[config.mk]
export PLATFORM = sky130hd
export DESIGN_NAME = parallel_camera_frame_capture_core_flat
export DESIGN_NICKNAME = d
export VERILOG_FILES = /design/src/design/pcfc_pkg.sv /design/src/design/pcfc_if.sv /design/src/design/pcfc_step.sv /design/src/design/pcfc_out_buf.sv /design/src/design/parallel_camera_frame_capture_core.sv /design/src/flat_wrapper.sv
export SDC_FILE = /design/constraint.sdc
export NUM_CORES = 1
export LEC_CHECK = 0
export ABC_AREA = 1
export CORE_UTILIZATION = 35
export DETAILED_ROUTE_END_ITERATION = 8
export DONT_BUFFER_PORTS = 1
export PLACE_DENSITY_LB_ADDON = 0.08
export SETUP_SLACK_MARGIN = 0.1
export SYNTH_ARGS = -nofsm -noshare
export SYNTH_HDL_FRONTEND = slang
export SYNTH_SLANG_ARGS = --single-unit
[constraint.sdc]
create_clock -name clk -period 5.6 [get_ports clk]
set_input_delay 1.4 -clock clk [delete_from_list [all_inputs] [get_ports clk]]
set_output_delay 1.4 -clock clk [all_outputs]
set_load 0.005 [all_outputs]
[src/design/pcfc_pkg.sv]
// pcfc_pkg: shared types and constants of the parallel camera frame capture core.
// Used by the channel interfaces, pcfc_step, pcfc_out_buf and the top level.
// No dependencies.
package pcfc_pkg;

	localparam int FRAME_PIXELS = 19200;
	localparam int CNT_W        = 15;
	localparam int BYTE_W       = 8;
	localparam int PIX_W        = 2 * BYTE_W;

	typedef enum logic [2:0] {
		PH_IDLE,
		PH_WAIT_END,
		PH_WAIT_START,
		PH_BETWEEN,
		PH_LINE
	} phase_t;

	typedef struct packed {
		logic              start_capture;
		logic              vsync_level;
		logic              href_level;
		logic              pclk_level;
		logic [BYTE_W-1:0] data_byte;
	} sample_t;

	typedef struct packed {
		logic [PIX_W-1:0] pixel_value;
		logic [CNT_W-1:0] pixel_index;
		logic             frame_end;
		logic [CNT_W-1:0] pixel_count;
		logic             overflow;
	} result_t;

	typedef struct packed {
		phase_t            phase;
		logic              armed;
		logic              low_next;
		logic [BYTE_W-1:0] held;
		logic [CNT_W-1:0]  count;
		logic              ovf;
	} state_t;

endpackage

[src/design/pcfc_if.sv]
// Channel interfaces of the frame capture core: pin samples in, results out.
// Depends on pcfc_pkg for field widths.
interface pcfc_sample_if;
	logic                          valid;
	logic                          ready;
	logic                          start_capture;
	logic                          vsync_level;
	logic                          href_level;
	logic                          pclk_level;
	logic [pcfc_pkg::BYTE_W-1:0]   data_byte;

	modport source (output valid, start_capture, vsync_level, href_level, pclk_level,
		data_byte, input ready);
	modport sink (input valid, start_capture, vsync_level, href_level, pclk_level,
		data_byte, output ready);
endinterface

interface pcfc_result_if;
	logic                          valid;
	logic                          ready;
	logic [pcfc_pkg::PIX_W-1:0]    pixel_value;
	logic [pcfc_pkg::CNT_W-1:0]    pixel_index;
	logic                          frame_end;
	logic [pcfc_pkg::CNT_W-1:0]    pixel_count;
	logic                          overflow;

	modport source (output valid, pixel_value, pixel_index, frame_end, pixel_count,
		overflow, input ready);
	modport sink (input valid, pixel_value, pixel_index, frame_end, pixel_count,
		overflow, output ready);
endinterface

[src/design/pcfc_step.sv]
// pcfc_step: next capture state and optional result for one pin sample.
// Pure combinational; depends on pcfc_pkg.
module pcfc_step (
	input  pcfc_pkg::state_t  cur,
	input  pcfc_pkg::sample_t smp,
	output pcfc_pkg::state_t  nxt,
	output logic              res_valid,
	output pcfc_pkg::result_t res
);

	logic go;

	always_comb begin
		nxt       = cur;
		res_valid = 1'b0;
		res       = '0;
		go        = 1'b1;

		// phases may advance several steps within one sample
		if (nxt.phase == pcfc_pkg::PH_IDLE) begin
			if (!smp.start_capture) begin
				go = 1'b0;
			end else begin
				nxt.phase    = pcfc_pkg::PH_WAIT_END;
				nxt.count    = '0;
				nxt.ovf      = 1'b0;
				nxt.low_next = 1'b0;
				nxt.held     = '0;
				nxt.armed    = 1'b1;
			end
		end

		if (go && nxt.phase == pcfc_pkg::PH_WAIT_END) begin
			if (smp.vsync_level) begin
				go = 1'b0;
			end else begin
				nxt.phase = pcfc_pkg::PH_WAIT_START;
			end
		end

		if (go && nxt.phase == pcfc_pkg::PH_WAIT_START) begin
			if (!smp.vsync_level) begin
				go = 1'b0;
			end else begin
				nxt.phase = pcfc_pkg::PH_BETWEEN;
			end
		end

		if (go && nxt.phase == pcfc_pkg::PH_BETWEEN) begin
			if (!smp.vsync_level) begin
				nxt.phase       = pcfc_pkg::PH_IDLE;
				res_valid       = 1'b1;
				res.frame_end   = 1'b1;
				res.pixel_count = nxt.count;
				res.overflow    = nxt.ovf;
				go              = 1'b0;
			end else if (!smp.href_level) begin
				go = 1'b0;
			end else begin
				nxt.phase    = pcfc_pkg::PH_LINE;
				nxt.armed    = 1'b1;
				nxt.low_next = 1'b0;
			end
		end

		if (go && nxt.phase == pcfc_pkg::PH_LINE) begin
			if (!smp.pclk_level) begin
				nxt.armed = 1'b1;
			end
			if (!nxt.low_next) begin
				// href and vsync are looked at only between byte pairs
				if (nxt.armed) begin
					if (!smp.href_level) begin
						if (!smp.vsync_level) begin
							nxt.phase       = pcfc_pkg::PH_IDLE;
							res_valid       = 1'b1;
							res.frame_end   = 1'b1;
							res.pixel_count = nxt.count;
							res.overflow    = nxt.ovf;
						end else begin
							nxt.phase = pcfc_pkg::PH_BETWEEN;
						end
					end else if (smp.pclk_level) begin
						nxt.held     = smp.data_byte;
						nxt.low_next = 1'b1;
						nxt.armed    = 1'b0;
					end
				end
			end else if (smp.pclk_level && nxt.armed) begin
				nxt.low_next = 1'b0;
				nxt.armed    = 1'b0;
				if (nxt.count < pcfc_pkg::CNT_W'(pcfc_pkg::FRAME_PIXELS)) begin
					res_valid       = 1'b1;
					res.pixel_value = {nxt.held, smp.data_byte};
					res.pixel_index = nxt.count;
					nxt.count       = nxt.count + 1'b1;
				end else begin
					nxt.ovf = 1'b1;
				end
			end
		end
	end

endmodule

[src/design/pcfc_out_buf.sv]
// pcfc_out_buf: output register plus skid register for the result channel.
// Depends on pcfc_pkg and pcfc_result_if.
module pcfc_out_buf (
	input  logic                 clk,
	input  logic                 arst_n,
	input  logic                 push,
	input  pcfc_pkg::result_t    push_data,
	output logic                 full,
	pcfc_result_if.source        result
);

	pcfc_pkg::result_t main_q;
	pcfc_pkg::result_t skid_q;
	logic              main_v_q;
	logic              skid_v_q;
	logic              pop;

	assign pop  = main_v_q & result.ready;
	assign full = skid_v_q;

	always_ff @(posedge clk or negedge arst_n) begin
		if (!arst_n) begin
			main_v_q <= 1'b0;
			skid_v_q <= 1'b0;
		end else if (pop) begin
			// skid full means no push this cycle
			if (skid_v_q) begin
				skid_v_q <= 1'b0;
			end else begin
				main_v_q <= push;
			end
		end else if (push) begin
			if (!main_v_q) begin
				main_v_q <= 1'b1;
			end else begin
				skid_v_q <= 1'b1;
			end
		end
	end

	always_ff @(posedge clk) begin
		if (pop) begin
			main_q <= skid_v_q ? skid_q : push_data;
		end else if (push) begin
			if (!main_v_q) begin
				main_q <= push_data;
			end else begin
				skid_q <= push_data;
			end
		end
	end

	assign result.valid       = main_v_q;
	assign result.pixel_value = main_q.pixel_value;
	assign result.pixel_index = main_q.pixel_index;
	assign result.frame_end   = main_q.frame_end;
	assign result.pixel_count = main_q.pixel_count;
	assign result.overflow    = main_q.overflow;

endmodule

[src/design/parallel_camera_frame_capture_core.sv]
// Channel  | Dir | Payload                                              | Transfer
// sample   | in  | start_capture, vsync/href/pclk levels, data_byte     | valid & ready
// result   | out | pixel_value, pixel_index, frame_end, pixel_count, ovf | valid & ready
//
// One pin sample per cycle while sample.ready is high; the capture state updates in the cycle of the transfer.
// A result is registered into the output register, or into the skid register while the output register is full.
// Output register plus skid register: sample.ready drops only while both hold results.
// Reset (arst_n low) returns to idle, pixel clock armed, counter and flags cleared.
// Depends on pcfc_pkg, pcfc_if, pcfc_step and pcfc_out_buf.
module parallel_camera_frame_capture_core (
	input  logic          clk,
	input  logic          arst_n,
	pcfc_sample_if.sink   sample,
	pcfc_result_if.source result
);

	pcfc_pkg::state_t  state_q;
	pcfc_pkg::state_t  state_nxt;
	pcfc_pkg::sample_t smp;
	pcfc_pkg::result_t res;
	logic              res_valid;
	logic              buf_full;
	logic              accept;

	assign smp.start_capture = sample.start_capture;
	assign smp.vsync_level   = sample.vsync_level;
	assign smp.href_level    = sample.href_level;
	assign smp.pclk_level    = sample.pclk_level;
	assign smp.data_byte     = sample.data_byte;

	assign sample.ready = ~buf_full;
	assign accept       = sample.valid & ~buf_full;

	pcfc_step u_step (
		.cur       (state_q),
		.smp       (smp),
		.nxt       (state_nxt),
		.res_valid (res_valid),
		.res       (res)
	);

	always_ff @(posedge clk or negedge arst_n) begin
		if (!arst_n) begin
			state_q.phase    <= pcfc_pkg::PH_IDLE;
			state_q.armed    <= 1'b1;
			state_q.low_next <= 1'b0;
			state_q.held     <= '0;
			state_q.count    <= '0;
			state_q.ovf      <= 1'b0;
		end else if (accept) begin
			state_q <= state_nxt;
		end
	end

	pcfc_out_buf u_out_buf (
		.clk       (clk),
		.arst_n    (arst_n),
		.push      (accept & res_valid),
		.push_data (res),
		.full      (buf_full),
		.result    (result)
	);

endmodule
[src/flat_wrapper.sv]
// flat-port wrapper written by rule: the top's interface ports become plain ports
module parallel_camera_frame_capture_core_flat 
  (clk, arst_n, sample_valid, sample_start_capture, sample_vsync_level, sample_href_level, sample_pclk_level, sample_data_byte, sample_ready, result_valid, result_pixel_value, result_pixel_index, result_frame_end, result_pixel_count, result_overflow, result_ready);
  pcfc_sample_if sample_i ();
  pcfc_result_if result_i ();
  input  logic clk;
  input  logic arst_n;
  input wire logic [$bits(sample_i.valid)-1:0] sample_valid;
  input wire logic [$bits(sample_i.start_capture)-1:0] sample_start_capture;
  input wire logic [$bits(sample_i.vsync_level)-1:0] sample_vsync_level;
  input wire logic [$bits(sample_i.href_level)-1:0] sample_href_level;
  input wire logic [$bits(sample_i.pclk_level)-1:0] sample_pclk_level;
  input wire logic [$bits(sample_i.data_byte)-1:0] sample_data_byte;
  output wire logic [$bits(sample_i.ready)-1:0] sample_ready;
  output wire logic [$bits(result_i.valid)-1:0] result_valid;
  output wire logic [$bits(result_i.pixel_value)-1:0] result_pixel_value;
  output wire logic [$bits(result_i.pixel_index)-1:0] result_pixel_index;
  output wire logic [$bits(result_i.frame_end)-1:0] result_frame_end;
  output wire logic [$bits(result_i.pixel_count)-1:0] result_pixel_count;
  output wire logic [$bits(result_i.overflow)-1:0] result_overflow;
  input wire logic [$bits(result_i.ready)-1:0] result_ready;
  assign sample_i.valid = sample_valid;
  assign sample_i.start_capture = sample_start_capture;
  assign sample_i.vsync_level = sample_vsync_level;
  assign sample_i.href_level = sample_href_level;
  assign sample_i.pclk_level = sample_pclk_level;
  assign sample_i.data_byte = sample_data_byte;
  assign sample_ready = sample_i.ready;
  assign result_valid = result_i.valid;
  assign result_pixel_value = result_i.pixel_value;
  assign result_pixel_index = result_i.pixel_index;
  assign result_frame_end = result_i.frame_end;
  assign result_pixel_count = result_i.pixel_count;
  assign result_overflow = result_i.overflow;
  assign result_i.ready = result_ready;
  parallel_camera_frame_capture_core u_core (.clk(clk), .arst_n(arst_n), .sample(sample_i), .result(result_i));
endmodule
==> flow_summary_export.csv <==
group,metric,value,unit
die,core_area,17240,sq um
sta,finalSetupViolCount,0,
cts,cts_resized,0,
place,postPlaceCellArea,6391,sq um
routing,drt-initial-drc-count,346,
routing,wirelength,14290,um
critical_path,arrival,3.66,ns
critical_path,path_buf_inv,3,
final_layout,antenna_cells,0,
sta,grt_setup_unrepaired,"false",
cts,post_cts_buffers,0,
synthesis,syn-num-nets,660,
synthesis,async_flop_share,24.41,%
global_routing,grt_usage,17.03,%
die,placementRows,48,
global_routing,grt_max_degree,61,
critical_path,cp_slowest_cell,"o21ai_4",
synthesis,synth-edff-count,96,
sta,timing.final.ws_setup,2.050,ns
routing,drc,0,
synthesis,netlist.area_leader.share,46.72,%
synthesis,netlist_instances,642,
critical_path,ff2ff_setup_slack,2.50,ns
synthesis,synth-seq-cells,127,
worst_hold_path,hold_start,"u_core.state_q[1]",
synthesis,synth_commonest_cells,"101 x nand2_1, 96 x edfxtp_1, 96 x nor2_1",
cts,htree_num_levels,4,
synthesis,yosysTopAreaCell,"edfxtp_1",
critical_path,crit_family,"compound AO/OA/AOI/OAI gates",
job,maxCapViolations,0,
synthesis,syn_area_per_cell,9.610,sq um
cts,cts_tree,"done",
cts,cts_made_buffers,17,
sta,fin_skew,0.007274,ns
power,p_leak,3.150,nW
power,power_density,492.3,nW/um^2
routing,ant_nets,0,
synthesis,yosys.cell_types.count,41,
cts,postCtsHoldBufs,0,
die,die-area,18160,sq um
final_layout,fin_area,7028,sq um
routing,dr.pass1.iters,5,
synthesis,synth.area.top_cells,"edfxtp_1 47%, dfrtp_1 12%, nand2_1 6.1%, nor2_1 5.8%, inv_1 5.5%",
routing,avgRoutedWirePerCell,16.21,um
synthesis,synth_area,6170,sq um
routing,vias,4255,
power,ir_drop,0.0002789,V
cts,path_clk_slew,0.06,ns
cts,cts_sinks,127,
global_routing,grt_pass1_vias,4125,
final_layout,fin_cells,881,
routing,avgViaCountPerCell,4.830,
final_layout,layout-area-overhead-vs-synth,13.91,%
sta,finalCritPeriodShare,63.39,%
power,total_power,3.460,mW
synthesis,yosysMostFrequentCell,"nand2_1",
sta,report.final.slew_viol_count,0,
global_routing,grt_pass1_wl,23050,um
final_layout,fillers,1693,
sta,worst_pin_slew,0.8665,ns
synthesis,ys_seq_area_share,59.32,%
sta,hold_viol_final,0,
worst_hold_path,hold_class,"flop to flop",
sta,relSlewSlack,42.02,%
cts,cts_root_buf,"clkbuf_16",
sta,tns,0,ns
sta,finalCriticalPeriod,3.550,ns
die,die_width,134.8,um
place,dpl.cell_count,849,
final_layout,nets,661,
synthesis,dominantRegCellSynth,"edfxtp_1",
critical_path,critPathLaunch,"sample_vsync_level",
critical_path,rr_startpoint,"u_core.state_q[28]",
critical_path,start_kind,"input pin",
die,start_util,35.79,%
place,place_ws,1.631,ns
sta,fmax,0.2817,GHz
cts,worst_skew_pair.late_latency,0.42,ns
sta,worst_hold_slack,0.4907,ns
final_layout,drive_above_1_share,14.33,%
synthesis,synth_warnings,0,
global_routing,overflow,0,
place,gp_congestion,0.8094,
run_status,status,"finished clean",
place,dp_hpwl,9945,um
critical_path,cp_max_fo,36,
critical_path,path_cells,"inv_2 > nand2_1 > a21oi_1 > nand3_2 > o21ai_4 > nand2_8 > inv_4 > nand2_2 > nand3_1 > nand2_1 > o21ai_4 > buf_12",
critical_path,end_kind,"flop",
critical_path,cp.required,5.71,ns
critical_path,criticalPathCategory,"input pin to flop",
die,num_io_pins,66,
die,die_h,134.8,um
final_layout,final_core_util,40.77,%
global_routing,antenna_found_initial,0,
critical_path,cpPeakStageDelay,0.47,ns
place,portBuffers,0,
cts,cts.path.max_buffers,2,
==> per-layer routing <==
metal  GRT usage, %  up-vias  wire (um)
met2          26.17       99       6542
met3          4.505       17        660
met1          23.08     2024       6863
met5              0        -          0
li1               -     2115          -
met4          6.117        0        218
==> cells by family (layout without fill, tap and decap cells) <==
| kind of cell | after synthesis | after routing | synth area share (%) |
|---|---|---|---|
| DFF | 127 | 127 | 59.32 |
| and+or+nand+nor | 307 | 307 | 24.34 |
| buffers and inverters | 124 | 138 | 8.436 |
| xor gates and xnor gates | 6 | 6 | 0.8517 |
| adders and majority gates | 2 | 2 | 0.4055 |
| AOI/OAI and AO/OA | 76 | 76 | 6.652 |
==> power by group <==
| group | total (mW) | switching, mW | internal (mW) | leakage [nW] |
|---|---|---|---|---|
| sequential | 1.42 | 0.150 | 1.27 | 1.27 |
| combinational | 0.843 | 0.603 | 0.240 | 1.58 |
| clock | 1.19 | 0.425 | 0.769 | 0.307 |
==> area by class of cell <==
| type | instances | area (sq um) | share of cell area (%) |
|---|---|---|---|
| Clock buffer | 19 | 452.9 | 6.445 |
| Clock inverter | 13 | 183.9 | 2.617 |
| Inverter | 100 | 380.4 | 5.412 |
| Sequential cell | 127 | 3660 | 52.07 |
| Multi-Input combinational cell | 391 | 2012 | 28.63 |
| Timing Repair Buffer | 6 | 57.56 | 0.8189 |
| Tap cell | 225 | 281.5 | 4.006 |
==> worst paths after layout <==
kind                                                          endpoint  cells past startpoint
worst max-delay path            u_core.u_out_buf.result.pixel_index[9]                     12
worst min-delay path                                 u_core.state_q[1]                      2
worst max register to register  u_core.u_out_buf.result.pixel_index[9]                     10
worst min register to register                       u_core.state_q[1]                      2
max in group asynchronous                           u_core.state_q[25]                      0
min in group asynchronous                           u_core.state_q[10]                      0
==> sequential cells by signal, indices dropped and copies added (netlist names) <==
name                                 count
u_core.u_out_buf.result.pixel_value     16
u_core.u_out_buf.skid_q                 48
u_core.u_out_buf.full                    1
u_core.state_q                          29
u_core.u_out_buf.result.frame_end        1
u_core.u_out_buf.result.overflow         1
u_core.u_out_buf.result.pixel_count     15
u_core.u_out_buf.result.valid            1
u_core.u_out_buf.result.pixel_index     15
==> worst register-to-register path: cells and delay by family, from the launching register on <==
family	cells	cell delay [ns]
and+or+nand+nor	8	1.53
buffers and inverters	1	0.28
DFF	1	0.47
AOI/OAI and AO/OA	1	0.47
==> layout by cell type, fill, tap and decap left out, types with 15 or more instances in the layout <==
cell,synthesis,final
nand4_1,15,15
nand3_1,39,39
clkbuf_16,0,17
a21oi_1,40,40
nand2_1,101,101
inv_1,91,91
dfrtp_1,30,30
nor2_1,96,96
o21ai_0,20,19
edfxtp_1,96,96
nand2_2,26,26
Power figures use the tool's default switching activity.
